### config.mk
export PLATFORM = sky130hd
export DESIGN_NAME = intel_hex_record_encoder
export DESIGN_NICKNAME = d
export VERILOG_FILES = /design/src/ihx_pkg.sv /design/src/ihx_ram.sv /design/src/ihx_fifo.sv /design/src/ihx_front.sv /design/src/ihx_back.sv /design/src/intel_hex_record_encoder.sv
export SDC_FILE = /design/constraint.sdc
export NUM_CORES = 1
export LEC_CHECK = 0
export BUFFER_PORTS_ARGS = -buffer_cell sky130_fd_sc_hd__buf_2
export CAP_MARGIN = 30
export CORE_UTILIZATION = 45
export DETAILED_ROUTE_END_ITERATION = 10
export SKIP_LAST_GASP = 1
export SLEW_MARGIN = 10
export SYNTH_ARGS = -nofsm -noshare
export SYNTH_HDL_FRONTEND = slang
export SYNTH_SLANG_ARGS = --single-unit
### constraint.sdc
create_clock -name clk -period 3.55 [get_ports clk]
set_clock_uncertainty 0.05 [all_clocks]
set_input_delay 0.355 -clock clk [delete_from_list [all_inputs] [get_ports clk]]
set_output_delay 0.355 -clock clk [all_outputs]
set_load 0.02 [all_outputs]
### src/ihx_pkg.sv
// Shared types, character codes and helpers for the Intel HEX record encoder.
package ihx_pkg;

    localparam int CNT_W = 6;

    localparam logic [6:0] CHAR_COLON   = 7'h3A;
    localparam logic [6:0] CHAR_NEWLINE = 7'h0A;

    localparam logic REC_DATA = 1'b0;
    localparam logic REC_END  = 1'b1;

    localparam logic CMD_BYTE  = 1'b0;
    localparam logic CMD_FLUSH = 1'b1;

    // One record handed from the front to the back.
    typedef struct packed {
        logic             rec_type;
        logic [15:0]      rec_addr;
        logic [CNT_W-1:0] count;
        logic             bank;
        logic             last;
    } desc_t;

    // Back tells the front that a buffer bank has been read out.
    typedef struct packed {
        logic valid;
        logic bank;
    } bank_release_t;

    function automatic logic [6:0] hex_char(input logic [3:0] nib);
        if (nib < 4'd10)
        begin
            hex_char = 7'h30 + 7'(nib);
        end
        else
        begin
            hex_char = 7'h37 + 7'(nib);
        end
    endfunction

endpackage

### src/ihx_ram.sv
// Two-bank record byte store: one write port, one registered read port.
module ihx_ram
#(
    parameter int ADDR_W = 6
)
(
    input  logic              clk,
    input  logic              wr_en,
    input  logic [ADDR_W-1:0] wr_addr,
    input  logic [7:0]        wr_data,
    input  logic [ADDR_W-1:0] rd_addr,
    output logic [7:0]        rd_data
);

    logic [7:0] mem [2**ADDR_W];

    always_ff @(posedge clk)
    begin
        if (wr_en)
        begin
            mem[wr_addr] <= wr_data;
        end
        rd_data <= mem[rd_addr];
    end

endmodule

### src/ihx_fifo.sv
// Two-entry record queue between the front and the back.
module ihx_fifo
    import ihx_pkg::*;
(
    input  logic  clk,
    input  logic  rst_n,
    input  logic  push,
    input  desc_t push_data,
    input  logic  pop,
    output desc_t pop_data,
    output logic  full,
    output logic  empty
);

    desc_t       entry_reg [2];
    logic        wr_ptr_reg;
    logic        wr_ptr_next;
    logic        rd_ptr_reg;
    logic        rd_ptr_next;
    logic [1:0]  level_reg;
    logic [1:0]  level_next;

    assign full     = (level_reg == 2'd2);
    assign empty    = (level_reg == 2'd0);
    assign pop_data = entry_reg[rd_ptr_reg];

    always_comb
    begin
        wr_ptr_next = wr_ptr_reg ^ push;
        rd_ptr_next = rd_ptr_reg ^ pop;
        level_next  = level_reg + 2'(push) - 2'(pop);
    end

    always_ff @(posedge clk)
    begin
        if (push)
        begin
            entry_reg[wr_ptr_reg] <= push_data;
        end
    end

    always_ff @(posedge clk or negedge rst_n)
    begin
        if (!rst_n)
        begin
            wr_ptr_reg <= 1'b0;
            rd_ptr_reg <= 1'b0;
            level_reg  <= 2'd0;
        end
        else
        begin
            wr_ptr_reg <= wr_ptr_next;
            rd_ptr_reg <= rd_ptr_next;
            level_reg  <= level_next;
        end
    end

endmodule

### src/ihx_front.sv
// Front: accept items, gather bytes into a bank, queue closed records.
module ihx_front
    import ihx_pkg::*;
#(
    parameter int RECORD_BYTES = 32,
    parameter int IDX_W        = 5
)
(
    input  logic             clk,
    input  logic             rst_n,
    input  logic             valid,
    output logic             stall,
    input  logic             cmd,
    input  logic [7:0]       byte_value,
    input  logic [15:0]      address,
    input  logic [15:0]      end_address,
    output logic             push,
    output desc_t            push_data,
    input  logic             q_full,
    input  bank_release_t    release_in,
    output logic             wr_en,
    output logic [IDX_W:0]   wr_addr,
    output logic [7:0]       wr_data
);

    localparam int FILL_W = $clog2(RECORD_BYTES + 1);
    localparam logic [FILL_W-1:0] FILL_FULL = FILL_W'(RECORD_BYTES);

    logic [FILL_W-1:0] fill_reg;
    logic [FILL_W-1:0] fill_next;
    logic [15:0]       block_addr_reg;
    logic [15:0]       block_addr_next;
    logic [16:0]       next_addr_reg;
    logic [16:0]       next_addr_next;
    logic              cur_bank_reg;
    logic              cur_bank_next;
    logic [1:0]        busy_reg;
    logic [1:0]        busy_next;

    logic start;
    logic close;
    logic wbank;
    logic ok;
    logic take;
    logic flush_data;

    always_comb
    begin
        start      = (fill_reg == '0);
        close      = !start && (({1'b0, address} != next_addr_reg) || (fill_reg == FILL_FULL));
        wbank      = close ? ~cur_bank_reg : cur_bank_reg;
        if (cmd == CMD_BYTE)
        begin
            ok = !busy_reg[wbank] && (!close || !q_full);
        end
        else
        begin
            ok = start && !q_full;
        end
        stall      = !ok;
        take       = valid && ok;
        // First half of a flush with pending bytes: queue the data record only.
        flush_data = valid && (cmd == CMD_FLUSH) && !start && !q_full;

        push_data.rec_type = REC_DATA;
        push_data.rec_addr = block_addr_reg;
        push_data.count    = CNT_W'(fill_reg);
        push_data.bank     = cur_bank_reg;
        push_data.last     = (cmd == CMD_BYTE);
        push = 1'b0;

        wr_en   = take && (cmd == CMD_BYTE);
        wr_addr = {wbank, (start || close) ? IDX_W'(0) : fill_reg[IDX_W-1:0]};
        wr_data = byte_value;

        fill_next       = fill_reg;
        block_addr_next = block_addr_reg;
        next_addr_next  = next_addr_reg;
        cur_bank_next   = cur_bank_reg;
        busy_next       = busy_reg;

        if (release_in.valid)
        begin
            busy_next[release_in.bank] = 1'b0;
        end

        if (take && (cmd == CMD_BYTE))
        begin
            push          = close;
            cur_bank_next = wbank;
            if (close)
            begin
                busy_next[cur_bank_reg] = 1'b1;
            end
            if (start || close)
            begin
                fill_next       = FILL_W'(1);
                block_addr_next = address;
                next_addr_next  = {1'b0, address} + 17'd1;
            end
            else
            begin
                fill_next      = fill_reg + 1'b1;
                next_addr_next = next_addr_reg + 17'd1;
            end
        end
        else if (flush_data)
        begin
            push                    = 1'b1;
            busy_next[cur_bank_reg] = 1'b1;
            cur_bank_next           = ~cur_bank_reg;
            fill_next               = '0;
        end
        else if (take)
        begin
            push               = 1'b1;
            push_data.rec_type = REC_END;
            push_data.rec_addr = end_address;
            push_data.count    = '0;
            push_data.last     = 1'b1;
        end
    end

    always_ff @(posedge clk or negedge rst_n)
    begin
        if (!rst_n)
        begin
            fill_reg       <= '0;
            block_addr_reg <= '0;
            next_addr_reg  <= '0;
            cur_bank_reg   <= 1'b0;
            busy_reg       <= '0;
        end
        else
        begin
            fill_reg       <= fill_next;
            block_addr_reg <= block_addr_next;
            next_addr_reg  <= next_addr_next;
            cur_bank_reg   <= cur_bank_next;
            busy_reg       <= busy_next;
        end
    end

endmodule

### src/ihx_back.sv
// Back: walk one queued record and emit its ASCII pieces.
module ihx_back
    import ihx_pkg::*;
#(
    parameter int IDX_W = 5
)
(
    input  logic          clk,
    input  logic          rst_n,
    input  logic          q_empty,
    input  desc_t         q_data,
    output logic          pop,
    output bank_release_t release_out,
    output logic [IDX_W:0] rd_addr,
    input  logic [7:0]    rd_data,
    output logic          valid,
    input  logic          stall,
    output logic [6:0]    char_first,
    output logic [6:0]    char_second,
    output logic [1:0]    char_count,
    output logic          last
);

    typedef enum logic [3:0] {
        ST_IDLE,
        ST_COLON,
        ST_COUNT,
        ST_ADDRH,
        ST_ADDRL,
        ST_TYPE,
        ST_DATA,
        ST_CSUM,
        ST_NEWLINE
    } state_t;

    state_t           state_reg;
    state_t           state_next;
    logic [15:0]      addr_reg;
    logic [15:0]      addr_next;
    logic [CNT_W-1:0] count_reg;
    logic [CNT_W-1:0] count_next;
    logic             type_reg;
    logic             type_next;
    logic             bank_reg;
    logic             bank_next;
    logic             last_reg;
    logic             last_next;
    logic [CNT_W-1:0] idx_reg;
    logic [CNT_W-1:0] idx_next;
    logic [7:0]       sum_reg;
    logic [7:0]       sum_next;
    logic             valid_reg;
    logic             valid_next;
    logic [6:0]       first_reg;
    logic [6:0]       first_next;
    logic [6:0]       second_reg;
    logic [6:0]       second_next;
    logic [1:0]       count_out_reg;
    logic [1:0]       count_out_next;
    logic             last_out_reg;
    logic             last_out_next;

    logic       adv;
    logic       emit;
    logic [7:0] pair;
    logic       single;
    logic [6:0] single_char;

    assign valid       = valid_reg;
    assign char_first  = first_reg;
    assign char_second = second_reg;
    assign char_count  = count_out_reg;
    assign last        = last_out_reg;
    // Read one ahead so rd_data always holds the byte at idx_reg.
    assign rd_addr     = {bank_next, idx_next[IDX_W-1:0]};

    always_comb
    begin
        state_next     = state_reg;
        addr_next      = addr_reg;
        count_next     = count_reg;
        type_next      = type_reg;
        bank_next      = bank_reg;
        last_next      = last_reg;
        idx_next       = idx_reg;
        sum_next       = sum_reg;
        valid_next     = valid_reg && stall;
        first_next     = first_reg;
        second_next    = second_reg;
        count_out_next = count_out_reg;
        last_out_next  = last_out_reg;

        adv         = !valid_reg || !stall;
        emit        = 1'b0;
        single      = 1'b0;
        single_char = CHAR_COLON;
        pair        = 8'h00;
        pop         = 1'b0;
        release_out = '0;

        case (state_reg)
            ST_IDLE:
            begin
                if (!q_empty)
                begin
                    pop        = 1'b1;
                    addr_next  = q_data.rec_addr;
                    count_next = q_data.count;
                    type_next  = q_data.rec_type;
                    bank_next  = q_data.bank;
                    last_next  = q_data.last;
                    idx_next   = '0;
                    sum_next   = 8'(q_data.count) + q_data.rec_addr[15:8]
                               + q_data.rec_addr[7:0] + 8'(q_data.rec_type);
                    state_next = ST_COLON;
                end
            end
            ST_COLON:
            begin
                emit        = adv;
                single      = 1'b1;
                single_char = CHAR_COLON;
                if (adv)
                begin
                    state_next = ST_COUNT;
                end
            end
            ST_COUNT:
            begin
                emit = adv;
                pair = 8'(count_reg);
                if (adv)
                begin
                    state_next = ST_ADDRH;
                end
            end
            ST_ADDRH:
            begin
                emit = adv;
                pair = addr_reg[15:8];
                if (adv)
                begin
                    state_next = ST_ADDRL;
                end
            end
            ST_ADDRL:
            begin
                emit = adv;
                pair = addr_reg[7:0];
                if (adv)
                begin
                    state_next = ST_TYPE;
                end
            end
            ST_TYPE:
            begin
                emit = adv;
                pair = 8'(type_reg);
                if (adv)
                begin
                    state_next = (count_reg == '0) ? ST_CSUM : ST_DATA;
                end
            end
            ST_DATA:
            begin
                emit = adv;
                pair = rd_data;
                if (adv)
                begin
                    sum_next = sum_reg + rd_data;
                    if (idx_reg == count_reg - 1'b1)
                    begin
                        release_out.valid = 1'b1;
                        release_out.bank  = bank_reg;
                        state_next        = ST_CSUM;
                    end
                    else
                    begin
                        idx_next = idx_reg + 1'b1;
                    end
                end
            end
            ST_CSUM:
            begin
                emit = adv;
                pair = 8'h00 - sum_reg;
                if (adv)
                begin
                    state_next = ST_NEWLINE;
                end
            end
            ST_NEWLINE:
            begin
                emit        = adv;
                single      = 1'b1;
                single_char = CHAR_NEWLINE;
                if (adv)
                begin
                    state_next = ST_IDLE;
                end
            end
            default:
            begin
                state_next = ST_IDLE;
            end
        endcase

        if (emit)
        begin
            valid_next = 1'b1;
            if (single)
            begin
                first_next     = single_char;
                second_next    = 7'h00;
                count_out_next = 2'd1;
                last_out_next  = (state_reg == ST_NEWLINE) && last_reg;
            end
            else
            begin
                first_next     = hex_char(pair[7:4]);
                second_next    = hex_char(pair[3:0]);
                count_out_next = 2'd2;
                last_out_next  = 1'b0;
            end
        end
    end

    always_ff @(posedge clk or negedge rst_n)
    begin
        if (!rst_n)
        begin
            state_reg     <= ST_IDLE;
            addr_reg      <= '0;
            count_reg     <= '0;
            type_reg      <= REC_DATA;
            bank_reg      <= 1'b0;
            last_reg      <= 1'b0;
            idx_reg       <= '0;
            sum_reg       <= '0;
            valid_reg     <= 1'b0;
            first_reg     <= '0;
            second_reg    <= '0;
            count_out_reg <= '0;
            last_out_reg  <= 1'b0;
        end
        else
        begin
            state_reg     <= state_next;
            addr_reg      <= addr_next;
            count_reg     <= count_next;
            type_reg      <= type_next;
            bank_reg      <= bank_next;
            last_reg      <= last_next;
            idx_reg       <= idx_next;
            sum_reg       <= sum_next;
            valid_reg     <= valid_next;
            first_reg     <= first_next;
            second_reg    <= second_next;
            count_out_reg <= count_out_next;
            last_out_reg  <= last_out_next;
        end
    end

endmodule

### src/intel_hex_record_encoder.sv
// Top level of the Intel HEX record encoder: front, record queue, byte store, back.
//
//   channel | direction | handshake        | payload
//   --------+-----------+------------------+-----------------------------------------
//   in      | input     | in_valid/in_stall  | cmd, byte_value, address, end_address
//   out     | output    | out_valid/out_stall| char_first, char_second, char_count, last
//
// Flow: a byte that extends the open record is taken directly; a flush with bytes pending
//   is taken as a data record, then an end record. A record of N bytes is N + 7 pieces,
//   emitted one per cycle unless out_stall holds a piece, after a load in the idle state.
// Stalls: in_stall rises if an item must queue a record and the two-entry queue is full,
//   if a byte needs the bank the back is still reading, or on a flush with bytes pending.
// Reset: rst_n clears all control state at once; no clearing pass is needed.
module intel_hex_record_encoder
    import ihx_pkg::*;
#(
    parameter int RECORD_BYTES = 32
)
(
    input  logic        clk,
    input  logic        rst_n,
    input  logic        in_valid,
    output logic        in_stall,
    input  logic        cmd,
    input  logic [7:0]  byte_value,
    input  logic [15:0] address,
    input  logic [15:0] end_address,
    output logic        out_valid,
    input  logic        out_stall,
    output logic [6:0]  char_first,
    output logic [6:0]  char_second,
    output logic [1:0]  char_count,
    output logic        last
);

    // Byte index within one bank; each record bank holds up to RECORD_BYTES bytes.
    localparam int IDX_W = (RECORD_BYTES > 1) ? $clog2(RECORD_BYTES) : 1;

    logic          q_push;
    desc_t         q_push_data;
    logic          q_pop;
    desc_t         q_pop_data;
    logic          q_full;
    logic          q_empty;
    bank_release_t bank_release;
    logic          wr_en;
    logic [IDX_W:0] wr_addr;
    logic [7:0]    wr_data;
    logic [IDX_W:0] rd_addr;
    logic [7:0]    rd_data;

    // Classify each item and fill the current bank; hand closed records to the queue.
    ihx_front
    #(
        .RECORD_BYTES (RECORD_BYTES),
        .IDX_W        (IDX_W)
    )
    u_front
    (
        .clk         (clk),
        .rst_n       (rst_n),
        .valid       (in_valid),
        .stall       (in_stall),
        .cmd         (cmd),
        .byte_value  (byte_value),
        .address     (address),
        .end_address (end_address),
        .push        (q_push),
        .push_data   (q_push_data),
        .q_full      (q_full),
        .release_in  (bank_release),
        .wr_en       (wr_en),
        .wr_addr     (wr_addr),
        .wr_data     (wr_data)
    );

    // Decouple record acceptance from character output.
    ihx_fifo u_fifo
    (
        .clk       (clk),
        .rst_n     (rst_n),
        .push      (q_push),
        .push_data (q_push_data),
        .pop       (q_pop),
        .pop_data  (q_pop_data),
        .full      (q_full),
        .empty     (q_empty)
    );

    // Two banks: the front fills one while the back reads the other.
    ihx_ram
    #(
        .ADDR_W (IDX_W + 1)
    )
    u_ram
    (
        .clk     (clk),
        .wr_en   (wr_en),
        .wr_addr (wr_addr),
        .wr_data (wr_data),
        .rd_addr (rd_addr),
        .rd_data (rd_data)
    );

    // Emit colon, header pairs, data pairs, checksum and newline.
    ihx_back
    #(
        .IDX_W (IDX_W)
    )
    u_back
    (
        .clk         (clk),
        .rst_n       (rst_n),
        .q_empty     (q_empty),
        .q_data      (q_pop_data),
        .pop         (q_pop),
        .release_out (bank_release),
        .rd_addr     (rd_addr),
        .rd_data     (rd_data),
        .valid       (out_valid),
        .stall       (out_stall),
        .char_first  (char_first),
        .char_second (char_second),
        .char_count  (char_count),
        .last        (last)
    );

endmodule

; ---- Word-level counts from Yosys, hierarchy flattened
; Memories as Yosys holds them, arrays and structs flattened. A register that Yosys moved wholly into a read port is not among the register bits.
; Index checks and enable logic that the tools add are counted.
[word_totals]
regBits = 107
romBits = 0
n_memories = 2
ramBits = 562
wordCells = 183
latchBits = 0
[op_classes]
n_mux = 69
div = 0
shifts = 0
n_eq_ne = 23
magnitude_cmp = 7
n_reduce_logical = 36
n_mul = 0
bitwise = 8
add_sub_neg = 16
[memory_table]
columns = memory, depth, width, read_ports, rd_ports_with_merged_regs, wr, line_no
row1 = u_ram.mem, 64, 8, 1, 1, 1, ihx_ram.sv:15  ; logic [7:0] mem [2**ADDR_W];
row2 = u_fifo.entry_reg, 2, 25, 1, 0, 1, ihx_fifo.sv:15  ; desc_t entry_reg [2];
[op_table]
columns = operator, count
row1 = $mux 23, 3
row2 = $pmux 8 s6, 1
row3 = $mux 6, 7
row4 = $mux 4, 10
row5 = $pmux 4 s9, 1
row6 = $add 6x4->7 const A, 4
row7 = $mux 7, 4
row8 = $mux 1, 27
row9 = $ne 2x1->1 const B, 9
row10 = $add 16x1->17 const B, 1
row11 = $add 17x1->17 const B, 1
row12 = $mux 17, 1
row13 = $ne 16x17->1, 1
row14 = $add 8x8->8, 2
row15 = $eq 4x3->1 const B, 4
row16 = $mux 2, 8
row17 = $mux 8, 2
row18 = $pmux 8 s2, 1
row19 = $add 6x1->6 const B, 2
row20 = $logic_and 1x1->1, 12
row21 = $logic_not 6->1, 2
row22 = $pmux 6 s2, 1
row23 = $reduce_and 10->1, 1
row24 = $add 6x8->8, 1
row25 = other kinds (32), 53

; ---- Longest topological paths before layout
; Gate-level depths: netlist of run 1.
[depth]
word_depth = 15
depth_mapped = 16
ltp_nobuf = 16

; ---- Modules after synthesis
; From an unflattened synthesis of run 1, not the netlist that was laid out.
[unflattened]
cells_unflattened = 1774
hier_area_um2 = 29265.6
[modules_own_cells]
columns = module, cells_per_inst, n_inst, area_per_inst_um2
row1 = ihx_ram, 940, 1, 20166.8
row2 = ihx_back, 476, 1, 4217.8
row3 = ihx_front, 264, 1, 2767.7
row4 = ihx_fifo, 94, 1, 2113.3

; ---- Worst setup path after synthesis of run 1
; Ideal clock, no wire load.
[synth_timing]
path_kind = input port to flip-flop
startpoint = in address[13]
endpoint = mem u_ram.mem[41][0] (enable)
n_path_buf = 2
arrival_time_ns = 3.431
stages = 11
setup_slack_ns = -0.302
setup_ns = 0.370
t_required_ns = 3.130
cell_sequence = clkbuf_1 xor2_1 nor4_1 nand4_1 o31ai_1 mux2_2 nor3_1 nand2_1 or4_1 clkbuf_1 nor2_1
[synth_between]
elab_chain_len = 13
elab_cells_between_ends = 17
classes_between = eq/ne: 1 / mux: 7 / reduce/logical: 9
[synth_lines]
columns = element, line_no
row1 = start: declaration, intel_hex_record_encoder.sv:26  ; input logic [15:0] address,
row2 = $ne 16x17->1 (*), ihx_front.sv:50  ; close = !start && (({1'b0, address} != next_addr_reg) || (fill_reg == FILL_FULL));
row3 = $logic_or 1x1->1 (*), ihx_front.sv:50
row4 = $logic_and 1x1->1 (*), ihx_front.sv:50
row5 = $mux 1, ihx_front.sv:51  ; wbank = close ? ~cur_bank_reg : cur_bank_reg;
row6 = $mux 1 (implied by the code) (2 in series), ihx_front.sv:54  ; ok = !busy_reg[wbank] && (!close || !q_full);
row7 = $logic_not 1->1, ihx_front.sv:54
row8 = $logic_and 1x1->1, ihx_front.sv:54
row9 = $mux 1, ihx_front.sv:52  ; if (cmd == CMD_BYTE)
row10 = $logic_and 1x1->1, ihx_front.sv:61  ; take = valid && ok;
row11 = $logic_and 1x1->1, ihx_front.sv:72  ; wr_en = take && (cmd == CMD_BYTE);
row12 = $mux 1, ihx_ram.sv:19  ; if (wr_en)
row13 = $mux 1 (implied by the code), ihx_ram.sv:21  ; mem[wr_addr] <= wr_data;
row14 = end: declaration, ihx_ram.sv:15
; Every way passes the cells marked *; elsewhere a longest branch is shown, timed or not. The select of a mux whose other input is x is not followed.

; ---- Worst setup path after layout of run 1
[layout_timing]
startpoint = reg u_back.count_reg[0]
endpoint = reg u_ram.rd_data[5] (read register of u_ram.mem)
[layout_between]
elab_chain_len = 5
[layout_lines]
columns = element, line_no
row1 = start: declaration, ihx_back.sv:40  ; logic [CNT_W-1:0] count_reg;
row2 = start signal: assignment, ihx_back.sv:250  ; count_reg <= count_next;
row3 = $sub 6x1->6, ihx_back.sv:171  ; if (idx_reg == count_reg - 1'b1)
row4 = $eq 6x6->1, ihx_back.sv:171
row5 = $mux 6, ihx_back.sv:171
row6 = $mux 6, ihx_back.sv:168  ; if (adv)
row7 = $pmux 6 s2, ihx_back.sv:101  ; case (state_reg)
row8 = end: declaration, ihx_ram.sv:12  ; output logic [7:0] rd_data
; No other way between the ends. The select of a mux whose other input is x is not followed.
; A chain may end at the register's enable or synchronous reset.

==> results.json, run 1 <==
{
  "largest_reg_flops": 512,
  "async_reset_ff_share_pct": 15.8,
  "p_per_area_mw_per_mm2": 830,
  "period_share_pct": 100,
  "arrival_ns": 4.01,
  "drv_cap": 0,
  "post_dp_cell_area_mm2": 0.0320,
  "crit_chain": "or4_4, nor3_2, and4bb_4, a2111oi_4, a21oi_4, buf_12, buf_16, buf_16, mux2i_2, a221oi_2, nor4_1, buf_4, o22ai_1, a31o_1",
  "viasPerCell": 5.75,
  "synth_edf_count": 562,
  "synth.net_count": 2241,
  "min_from": "end_address[3]",
  "endpoint_kind": "flop",
  "hold_viol_final": 0,
  "muxShareOfSynthArea_pct": 6.74,
  "grt_pass1_wl_mm": 117,
  "synthesis.area_mm2": 0.0290,
  "vias": 19235,
  "synth-xor-area-share_pct": 2.06,
  "netlist.area_leader.share_pct": 58.3,
  "antenna_left": 0,
  "rsz0062_at_grt": "true",
  "min-delay-path-class": "input pin to flop",
  "worst_slack_ns": -0.0158,
  "status": "finished, violations left",
  "cp_slowest_cell": "or4_4",
  "maxSlewViolCount": 0,
  "whs_path_depth": 2,
  "vdd_drop_max_mv": 0.455,
  "crit_start": "u_back.count_reg[0]$_DFFE_PN0P_",
  "ys_top_cells_by_area": "edfxtp_1 (58%), dfrtp_1 (9.2%), nand2_1 (4.1%)",
  "p_sw_share_pct": 35.6,
  "min_period_ns": 3.57,
  "fill_cells": 5109,
  "fin_area_mm2": 0.0358,
  "first_pass_iters": 6,
  "synthAdderAreaFrac_pct": 1.72,
  "numCtsBuffers": 71,
  "synth_top_family_by_area": "simple AND/OR/NAND/NOR gates",
  "final-seq-area_mm2": 0.0197,
  "rr_worst_depth": 14,
  "combPwrFrac_pct": 41.2,
  "routedWlPerCell_um": 24.0,
  "synthSimpleGateAreaFrac_pct": 9.88,
  "dieArea_mm2": 0.0654,
  "cts.sinks": 677,
  "grt_overflow_total": 0,
  "r2r_start": "u_back.count_reg[0]$_DFFE_PN0P_",
  "io_buffers": 63,
  "clk_pin_slew_ns": 0.06,
  "clk_latency_ns": 0.61,
  "finalSetupViolCount": 3,
  "synth.distinct_cells": 74,
  "nets": 2524,
  "die_height_um": 256,
  "violations": "setup timing",
  "start_kind": "flop",
  "grt_max_degree": 65,
  "cts_buffer_depth": 3,
  "cts_max_level": 3,
  "synth.avg_cell_area_um2": 13.4,
  "drtIter0Drc": 1761,
  "ys_seq_elements": 677,
  "routed_wirelength_mm": 80.2,
  "power_frac_clock_pct": 24.9,
  "cpPeakStageDelay_ns": 0.55,
  "fp.dieW_um": 256,
  "intPower_mw": 19.1,
  "initial_utilization_pct": 45.7,
  "worstSetupPathType": "flop to flop",
  "fmax_mhz": 280,
  "synth_ff_type": "edfxtp_1",
  "seq_area_frac_synth_pct": 68.1,
  "hpwlAfterDp_mm": 51.7,
  "synth_top_area_cell": "edfxtp_1",
  "power_frac_seq_pct": 33.8,
  "critPathMaxFanout": 8,
  "slew_headroom_pct": 37.1,
  "core_area_mm2": 0.0633,
  "antenna_found_initial": 2,
  "p_switching_mw": 10.6,
  "grt_usage_pct": 23.5,
  "multi_input_area_mm2": 0.00942,
  "drc": 0,
  "p_leak_nw": 13.2,
  "ioPinCount": 64,
  "cts_tree": "built",
  "root_buffer": "clkbuf_16",
  "holdWs_ns": 0.0244,
  "worstPathRequired_ns": 3.99,
  "netlist_instances": 2161,
  "area_growth_pct": 23.6,
  "drive_above_1_share_pct": 26.8,
  "rows": 92,
  "synth_compound_area_share_pct": 8.81,
  "yosys_warnings": 0,
  "gp_congestion": 0.902,
  "grt_pass1_vias": 18904,
  "worst_pin_slew_ns": 0.936,
  "crit_top_cell": "buf_16",
  "setup_tns_ns": -0.0168
}
-- critical path: cells and delay by family (launching register included) --
kind                   cells  cell delay (ns)
buffers and inverters      4             0.68
AOI/OAI and AO/OA          5             0.89
muxes                      1             0.23
and+or+nand+nor            4             1.19
DFF                        1             0.40
-- repair_timing --
item / 4_1_cts / 5_1_grt
cloned: 3 / 13
hold buffers: 3 / 0
resized for setup: 26 / 135
setup buffers: 7 / 16
endpoints found under the setup margin: 8 / 375
pin swaps: 5 / 41
hold endpoints to repair: 66 / 0
-- per-stage QoR --
stage,instances,util (%),power [mW],setup slack [ns]
6_report,3347,56.5,29.7,-0.0158
5_1_grt,3347,56.5,31.1,-0.142
4_1_cts,3318,54.7,28.6,-0.0247
3_5_place_dp,3177,50.6,20.8,-0.377
3_3_place_gp,3177,50.6,20.6,-0.321
2_1_floorplan,2161,-,16.9,0.00904
-- cell type report --
cell class,instances,area share (%)
Sequential cell,677,55.1
Multi-Input combinational cell,1318,26.3
Timing Repair Buffer,335,8.77
Clock buffer,90,5.34
Tap cell,846,2.96
Clock inverter,38,1.06
Inverter,41,0.496
Antenna cell,2,0.0140
-- power groups by stage --
stage | logic [mW] | registers (mW) | clock network, mW
floorplan | 6.82 | 10.0 | 0
global placement | 10.4 | 10.2 | 0
detailed placement | 10.6 | 10.2 | 0
CTS | 11.1 | 10.0 | 7.51
global route | 13.1 | 10.1 | 7.81
finish | 12.2 | 10.1 | 7.40
-- synthesized netlist by cell type, types with 27 or more instances --
library cell,instances
ha_1,27
mux2_2,88
a21oi_1,152
nor2_1,125
o21ai_0,27
nand2_1,318
a22oi_1,29
xor2_1,37
dfrtp_1,107
xnor2_1,31
inv_1,37
mux2i_1,95
buf_2,43
edfxtp_1,562
clkbuf_1,48
a221oi_1,53
nand3_1,115
-- path summary, 6_finish.rpt --
check                                                            end  slack [ns]
worst max-delay path                        u_ram.rd_data[5]$_DFF_P_       -0.02
worst min-delay path               u_fifo.entry_reg[1][11]$_DFFE_PP_        0.02
worst max register to register              u_ram.rd_data[5]$_DFF_P_       -0.02
worst min register to register      u_back.char_count[1]$_DFFE_PN0P_        0.43
max in group asynchronous       u_front.next_addr_reg[0]$_DFFE_PN0P_        2.52
min in group asynchronous          u_back.char_second[5]$_DFFE_PN0P_        0.09
-- per-layer routing --
metal  wire, um  vias to the layer above  GRT usage (%)
li1           -                     8670              -
met1      33500                     9631           32.4
met2      38500                      786           38.0
met3       5680                      148           3.97
met4       2540                        0           7.60
met5          0                        -              0
-- cell families (layout without fill, tap and decap cells) --
kind of cell               Yosys count  after routing
DFF                                677            677
AOI/OAI and AO/OA                  378            378
and+or+nand+nor                    652            653
buffers and inverters              167            504
adders and majority gates           35             35
xor gates and xnor gates            68             68
muxes                              184            184
other                                0              2
-- placed cells by master, fill, tap and decap left out, types with 61 or more instances in the layout --
cell,netlist,final
edfxtp_1,562,562
nand2_1,318,316
buf_4,16,212
a21oi_1,152,134
nand3_1,115,112
dfrtp_1,107,107
nor2_1,125,101
mux2_2,88,88
clkbuf_16,0,84
mux2i_1,95,78
buf_2,43,61
(Power assumes the default switching activity.)
==> run 2, diff against run 1 <==
--- a/config.mk
+++ b/config.mk
@@ -9,6 +9,7 @@
 export CAP_MARGIN = 30
 export CORE_UTILIZATION = 45
 export DETAILED_ROUTE_END_ITERATION = 10
+export HOLD_SLACK_MARGIN = 0.05
 export SKIP_LAST_GASP = 1
 export SLEW_MARGIN = 10
 export SYNTH_ARGS = -nofsm -noshare
==> results.json, run 2 (synthesized netlist as in run 1, its figures left out) <==
{
  "status": "finished, violations left",
  "violations": "setup timing",
  "worst_pin_slew_ns": 0.943,
  "p_sw_share_pct": 35.6,
  "initial_utilization_pct": 45.7,
  "antenna_left": 0,
  "p_per_area_mw_per_mm2": 825,
  "maxSlewViolCount": 0,
  "min_period_ns": 3.56,
  "layout_commonest_cell": "edfxtp_1",
  "start_kind": "flop",
  "power_frac_seq_pct": 34.0,
  "rsz0062_at_grt": "true",
  "clk_latency_ns": 0.61,
  "die_height_um": 256,
  "p_leak_nw": 13.2,
  "core_area_mm2": 0.0633,
  "drtIter0Drc": 1777,
  "numCtsBuffers": 71,
  "dieArea_mm2": 0.0654,
  "grt_max_degree": 65,
  "hold_viol_final": 0,
  "p_switching_mw": 10.5,
  "rows": 92,
  "viasPerCell": 5.75,
  "min-delay-path-class": "input pin to async pin",
  "clk_pin_slew_ns": 0.06,
  "drive_above_1_share_pct": 26.3,
  "finalSetupViolCount": 4,
  "drc": 0,
  "routed_wirelength_mm": 80.3,
  "nets": 2545,
  "first_pass_iters": 6,
  "routedWlPerCell_um": 23.9,
  "period_share_pct": 100,
  "cts.sinks": 677,
  "slew_headroom_pct": 36.6,
  "antenna_found_initial": 0,
  "arrival_ns": 4.00,
  "n_antenna_cell": 0,
  "fp.dieW_um": 256,
  "area_growth_pct": 23.9,
  "vdd_drop_max_mv": 0.458,
  "fmax_mhz": 281,
  "worst_slack_ns": -0.0135,
  "power_mw": 29.6,
  "drv_cap": 0,
  "worstSetupPathType": "flop to flop",
  "holdWs_ns": 0.0890,
  "cts_max_level": 3,
  "grt_usage_pct": 23.6,
  "vias": 19340,
  "combPwrFrac_pct": 41.0,
  "endpoint_kind": "flop",
  "cpPeakStageDelay_ns": 0.40,
  "dp.cells": 3177,
  "gp_congestion": 0.902,
  "grt_overflow_total": 0,
  "crit_top_cell": "buf_4",
  "crit_chain": "inv_1, ha_2, or3b_4, nor2_1, a32o_2, buf_4, a2111o_1, o211a_1, buf_4, inv_8, o21ai_4, clkbuf_16, a221oi_1, a21oi_1, nand3_1, a31o_1",
  "fin_cells": 3366,
  "grt_pass1_wl_mm": 117,
  "fin_area_mm2": 0.0359,
  "power_frac_clock_pct": 25.0,
  "root_buffer": "clkbuf_16",
  "post_dp_cell_area_mm2": 0.0320,
  "ioPinCount": 64,
  "setup_tns_ns": -0.0360,
  "cp_slowest_cell": "dfrtp_1",
  "largest_reg_flops": 512,
  "cts_buffer_depth": 3,
  "io_buffers": 63,
  "grt_pass1_vias": 19032,
  "worstPathRequired_ns": 3.99,
  "hpwlAfterDp_mm": 51.7,
  "intPower_mw": 19.1,
  "final_cell_mix": "edfxtp_1 (562), nand2_1 (315), buf_4 (213)",
  "cts_tree": "built",
  "critPathMaxFanout": 7
}
==> run 2: power by group through the flow <==
stage                     clock network [mW]  registers, mW  logic (mW)
after CTS                               7.51           10.0        11.1
after detailed placement                   0           10.2        10.6
after global routing                    7.81           10.1        13.0
after floorplan                            0           10.0        6.82
final                                   7.41           10.1        12.1
after global placement                     0           10.2        10.4
==> run 2: path summary, 6_finish.rpt <==
kind / end / cells past startpoint / slack, ns / startpoint
max: u_ram.rd_data[5]$_DFF_P_ / 16 / -0.01 / u_back.count_reg[1]$_DFFE_PN0P_
min: u_back.char_second[5]$_DFFE_PN0P_ / 2 / 0.09 / rst_n
max reg2reg: u_ram.rd_data[5]$_DFF_P_ / 16 / -0.01 / u_back.count_reg[1]$_DFFE_PN0P_
min reg2reg: u_back.char_count[1]$_DFFE_PN0P_ / 2 / 0.43 / u_back.char_count[1]$_DFFE_PN0P_
max in group asynchronous: u_front.next_addr_reg[6]$_DFFE_PN0P_ / 4 / 2.52 / rst_n
min in group clk: u_front.block_addr_reg[4]$_DFFE_PN0P_ / 3 / 0.09 / address[4]
==> run 2: routing by layer <==
layer	part of all wire, %	up-vias	global-route usage (%)
li1	-	8706	-
met1	42	9736	32.4
met2	48	754	38.3
met3	6.6	144	3.99
met4	3.0	0	7.47
met5	0	-	0
==> run 2: area by class of cell <==
| type | count | area (um2) |
|---|---|---|
| Clock inverter | 38 | 378 |
| Timing Repair Buffer | 356 | 3340 |
| Clock buffer | 90 | 1910 |
| Tap cell | 846 | 1060 |
| Fill cell | 5117 | 27400 |
| Multi-Input combinational cell | 1318 | 9310 |
| Inverter | 41 | 174 |
| Sequential cell | 677 | 19700 |
==> run 2: metrics by stage <==
step                util, %  setup slack, ns
global placement       50.6           -0.321
detailed placement     50.6           -0.377
finish                 56.7          -0.0135
CTS                    55.0          -0.0247
global route           56.7           -0.130
floorplan                 -          0.00904
==> run 2: timing repair <==
item | CTS | global route
endpoints found under the setup margin | 8 | 375
endpoints found under the hold margin | 107 | 0
hold buffers | 25 | 0
cloned | 3 | 12
pin swaps | 5 | 39
buffers inserted | 7 | 16
gates resized for setup | 26 | 118
==> run 2: critical path: cells and delay by family (launching register included) <==
kind	cells	cell delay, ns
flip-flops	1	0.40
buffers and inverters	5	0.73
AO/OA/AOI/OAI	7	1.32
adder cells (fa/ha/maj)	1	0.20
AND/OR/NAND/NOR	3	0.74
==> run 3, diff against run 2 <==
--- a/config.mk
+++ b/config.mk
@@ -10,6 +10,7 @@
 export CORE_UTILIZATION = 45
 export DETAILED_ROUTE_END_ITERATION = 10
 export HOLD_SLACK_MARGIN = 0.05
+export REMOVE_ABC_BUFFERS = 1
 export SKIP_LAST_GASP = 1
 export SLEW_MARGIN = 10
 export SYNTH_ARGS = -nofsm -noshare
==> results.json, run 3 (synthesized netlist as in run 1, its figures left out) <==
{
  "status": "finished, violations left",
  "violations": "setup timing",
  "worst_pin_slew_ns": 0.971,
  "viasPerCell": 5.67,
  "p_switching_mw": 10.6,
  "grt_overflow_total": 0,
  "rrSetupSlack_ns": -0.13,
  "min-delay-path-class": "input pin to flop",
  "maxSlewViolCount": 0,
  "p_leak_nw": 13.4,
  "initial_utilization_pct": 45.7,
  "endpoint_kind": "flop",
  "hpwlAfterDp_mm": 51.9,
  "area_growth_pct": 23.7,
  "finalSetupViolCount": 8,
  "slew_headroom_pct": 35.2,
  "min_to": "u_front.block_addr_reg[15]$_DFFE_PN0P_",
  "antenna_left": 0,
  "ioPinCount": 64,
  "grt_max_degree": 65,
  "gp_congestion": 0.885,
  "worst_slack_ns": -0.128,
  "routedWlPerCell_um": 23.4,
  "cts_buffer_depth": 3,
  "vdd_drop_max_mv": 0.412,
  "crit_start": "u_back.count_reg[1]$_DFFE_PN0P_",
  "start_kind": "flop",
  "largest_reg_flops": 512,
  "rsz0062_at_grt": "true",
  "numCtsBuffers": 73,
  "die_height_um": 256,
  "vias": 19287,
  "root_buffer": "clkbuf_16",
  "antenna_found_initial": 1,
  "whs_path_depth": 3,
  "worstSetupPathType": "flop to flop",
  "r2r_end": "u_ram.rd_data[2]$_DFF_P_",
  "drtIter0Drc": 1913,
  "final_cell_mix": "edfxtp_1 (562), nand2_1 (316), buf_4 (250)",
  "drc": 0,
  "rr_worst_depth": 16,
  "dieArea_mm2": 0.0654,
  "period_share_pct": 104,
  "arrival_ns": 4.14,
  "finish.utilization_pct": 56.6,
  "min_from": "address[15]",
  "nets": 2577,
  "r2r_start": "u_back.count_reg[1]$_DFFE_PN0P_",
  "grt_usage_pct": 24.0,
  "power_frac_seq_pct": 33.4,
  "p_sw_share_pct": 35.3,
  "grt_pass1_wl_mm": 118,
  "grt_pass1_vias": 19273,
  "p_per_area_mw_per_mm2": 838,
  "critPathMaxFanout": 13,
  "min_period_ns": 3.68,
  "drv_cap": 0,
  "core_area_mm2": 0.0633,
  "intPower_mw": 19.4,
  "combPwrFrac_pct": 40.4,
  "worstPathRequired_ns": 4.01,
  "rows": 92,
  "cts_max_level": 3,
  "first_pass_iters": 6,
  "drive_above_1_share_pct": 25.8,
  "fin_cells": 3404,
  "hold_viol_final": 0,
  "clk_latency_ns": 0.63,
  "clk_pin_slew_ns": 0.06,
  "dp.cells": 3221,
  "routed_wirelength_mm": 79.5,
  "fill_cells": 5100,
  "layout_commonest_cell": "edfxtp_1",
  "power_frac_clock_pct": 26.2,
  "cts.sinks": 677,
  "fp.dieW_um": 256,
  "fmax_mhz": 272,
  "cts_tree": "built",
  "io_buffers": 63
}
==> run 3: cell types whose count changed in the layout (fill, tap and decap cells not counted), moves of 5 or more <==
| cell | before | now |
|---|---|---|
| buf_4 | 213 | 250 |
| nor2_4 | 25 | 2 |
| nor2_1 | 100 | 120 |
| a21oi_2 | 14 | 5 |
| buf_12 | 33 | 25 |
| a21oi_1 | 138 | 145 |
| buf_6 | 6 | 13 |
| clkbuf_16 | 84 | 77 |
| clkinv_2 | 10 | 16 |
| a221oi_1 | 29 | 34 |
==> run 3: power groups by stage <==
stage	sequential, mW	clock [mW]	combinational (mW)
floorplan	10.1	0	6.51
global placement	10.1	0	10.6
detailed placement	10.2	0	10.8
CTS	10.0	8.01	11.5
global route	10.1	8.30	13.0
finish	10.0	7.87	12.1
==> run 3: worst max path at each step <==
stage / to / slack, ns / cells after the start
after floorplan: u_ram.rd_data[6]$_DFF_P_ / -6.51 / 12
after global placement: u_ram.rd_data[2]$_DFF_P_ / -0.39 / 16
after detailed placement: u_ram.rd_data[7]$_DFF_P_ / -0.44 / 16
after CTS: u_ram.rd_data[6]$_DFF_P_ / -0.08 / 14
after global routing: u_ram.rd_data[2]$_DFF_P_ / -0.21 / 15
final: u_ram.rd_data[2]$_DFF_P_ / -0.13 / 16
==> run 3: metrics by stage <==
step | setup slack [ns] | area [um2] | power [mW] | hold slack, ns | TNS, ns
3_5_place_dp | -0.441 | 32100 | 20.9 | 0.414 | -15.50
3_3_place_gp | -0.390 | 32100 | 20.8 | 0.409 | -2.86
6_report | -0.128 | 35800 | 30.0 | 0.0938 | -0.787
2_1_floorplan | -6.51 | 28300 | 16.7 | 0.00941 | -1237.67
5_1_grt | -0.213 | 35800 | 31.4 | 0.0952 | -1.53
4_1_cts | -0.0765 | 35300 | 29.5 | 0.0582 | -0.460
==> run 3: final cells by class <==
cell class              count  area [um2]  share of cell area [%]
inverters                  41         170                   0.475
well taps                 846        1060                    2.96
multi-input cells        1317        8980                    25.1
clock inverters            47         579                    1.62
repair buffers            386        3390                    9.48
repair inverters            1        11.3                  0.0314
flip-flops and latches    677       19700                    55.0
diodes                      1        2.50                 0.00699
clock buffers              88        1900                    5.31
==> run 3: critical path, stage by stage, from the launching register on <==
cell      delay [ns]
dfrtp_1         0.40
buf_6           0.12
or4_4           0.50
nor3_4          0.12
and4bb_4        0.25
a31o_4          0.27
a21oi_4         0.18
buf_12          0.15
buf_16          0.18
inv_16          0.07
buf_6           0.16
buf_4           0.16
nand2_2         0.09
a221oi_4        0.08
nor4_4          0.37
o22ai_4         0.16
a31o_2          0.24
==> run 3: metal layers <==
metal | GRT usage (%) | up-vias | share of wire (%)
li1 | - | 8799 | -
met1 | 32.8 | 9630 | 43
met2 | 37.7 | 701 | 46
met3 | 4.91 | 157 | 7.1
met4 | 9.51 | 0 | 3.7
met5 | 0 | - | 0
==> run 3: repair_timing <==
action | CTS | global route
hold buffers | 24 | 0
pin swaps | 16 | 23
endpoints found under the setup margin | 56 | 380
endpoints found under the hold margin | 102 | 0
resized for setup | 58 | 65
setup buffers | 6 | 10
cloned | 4 | 5
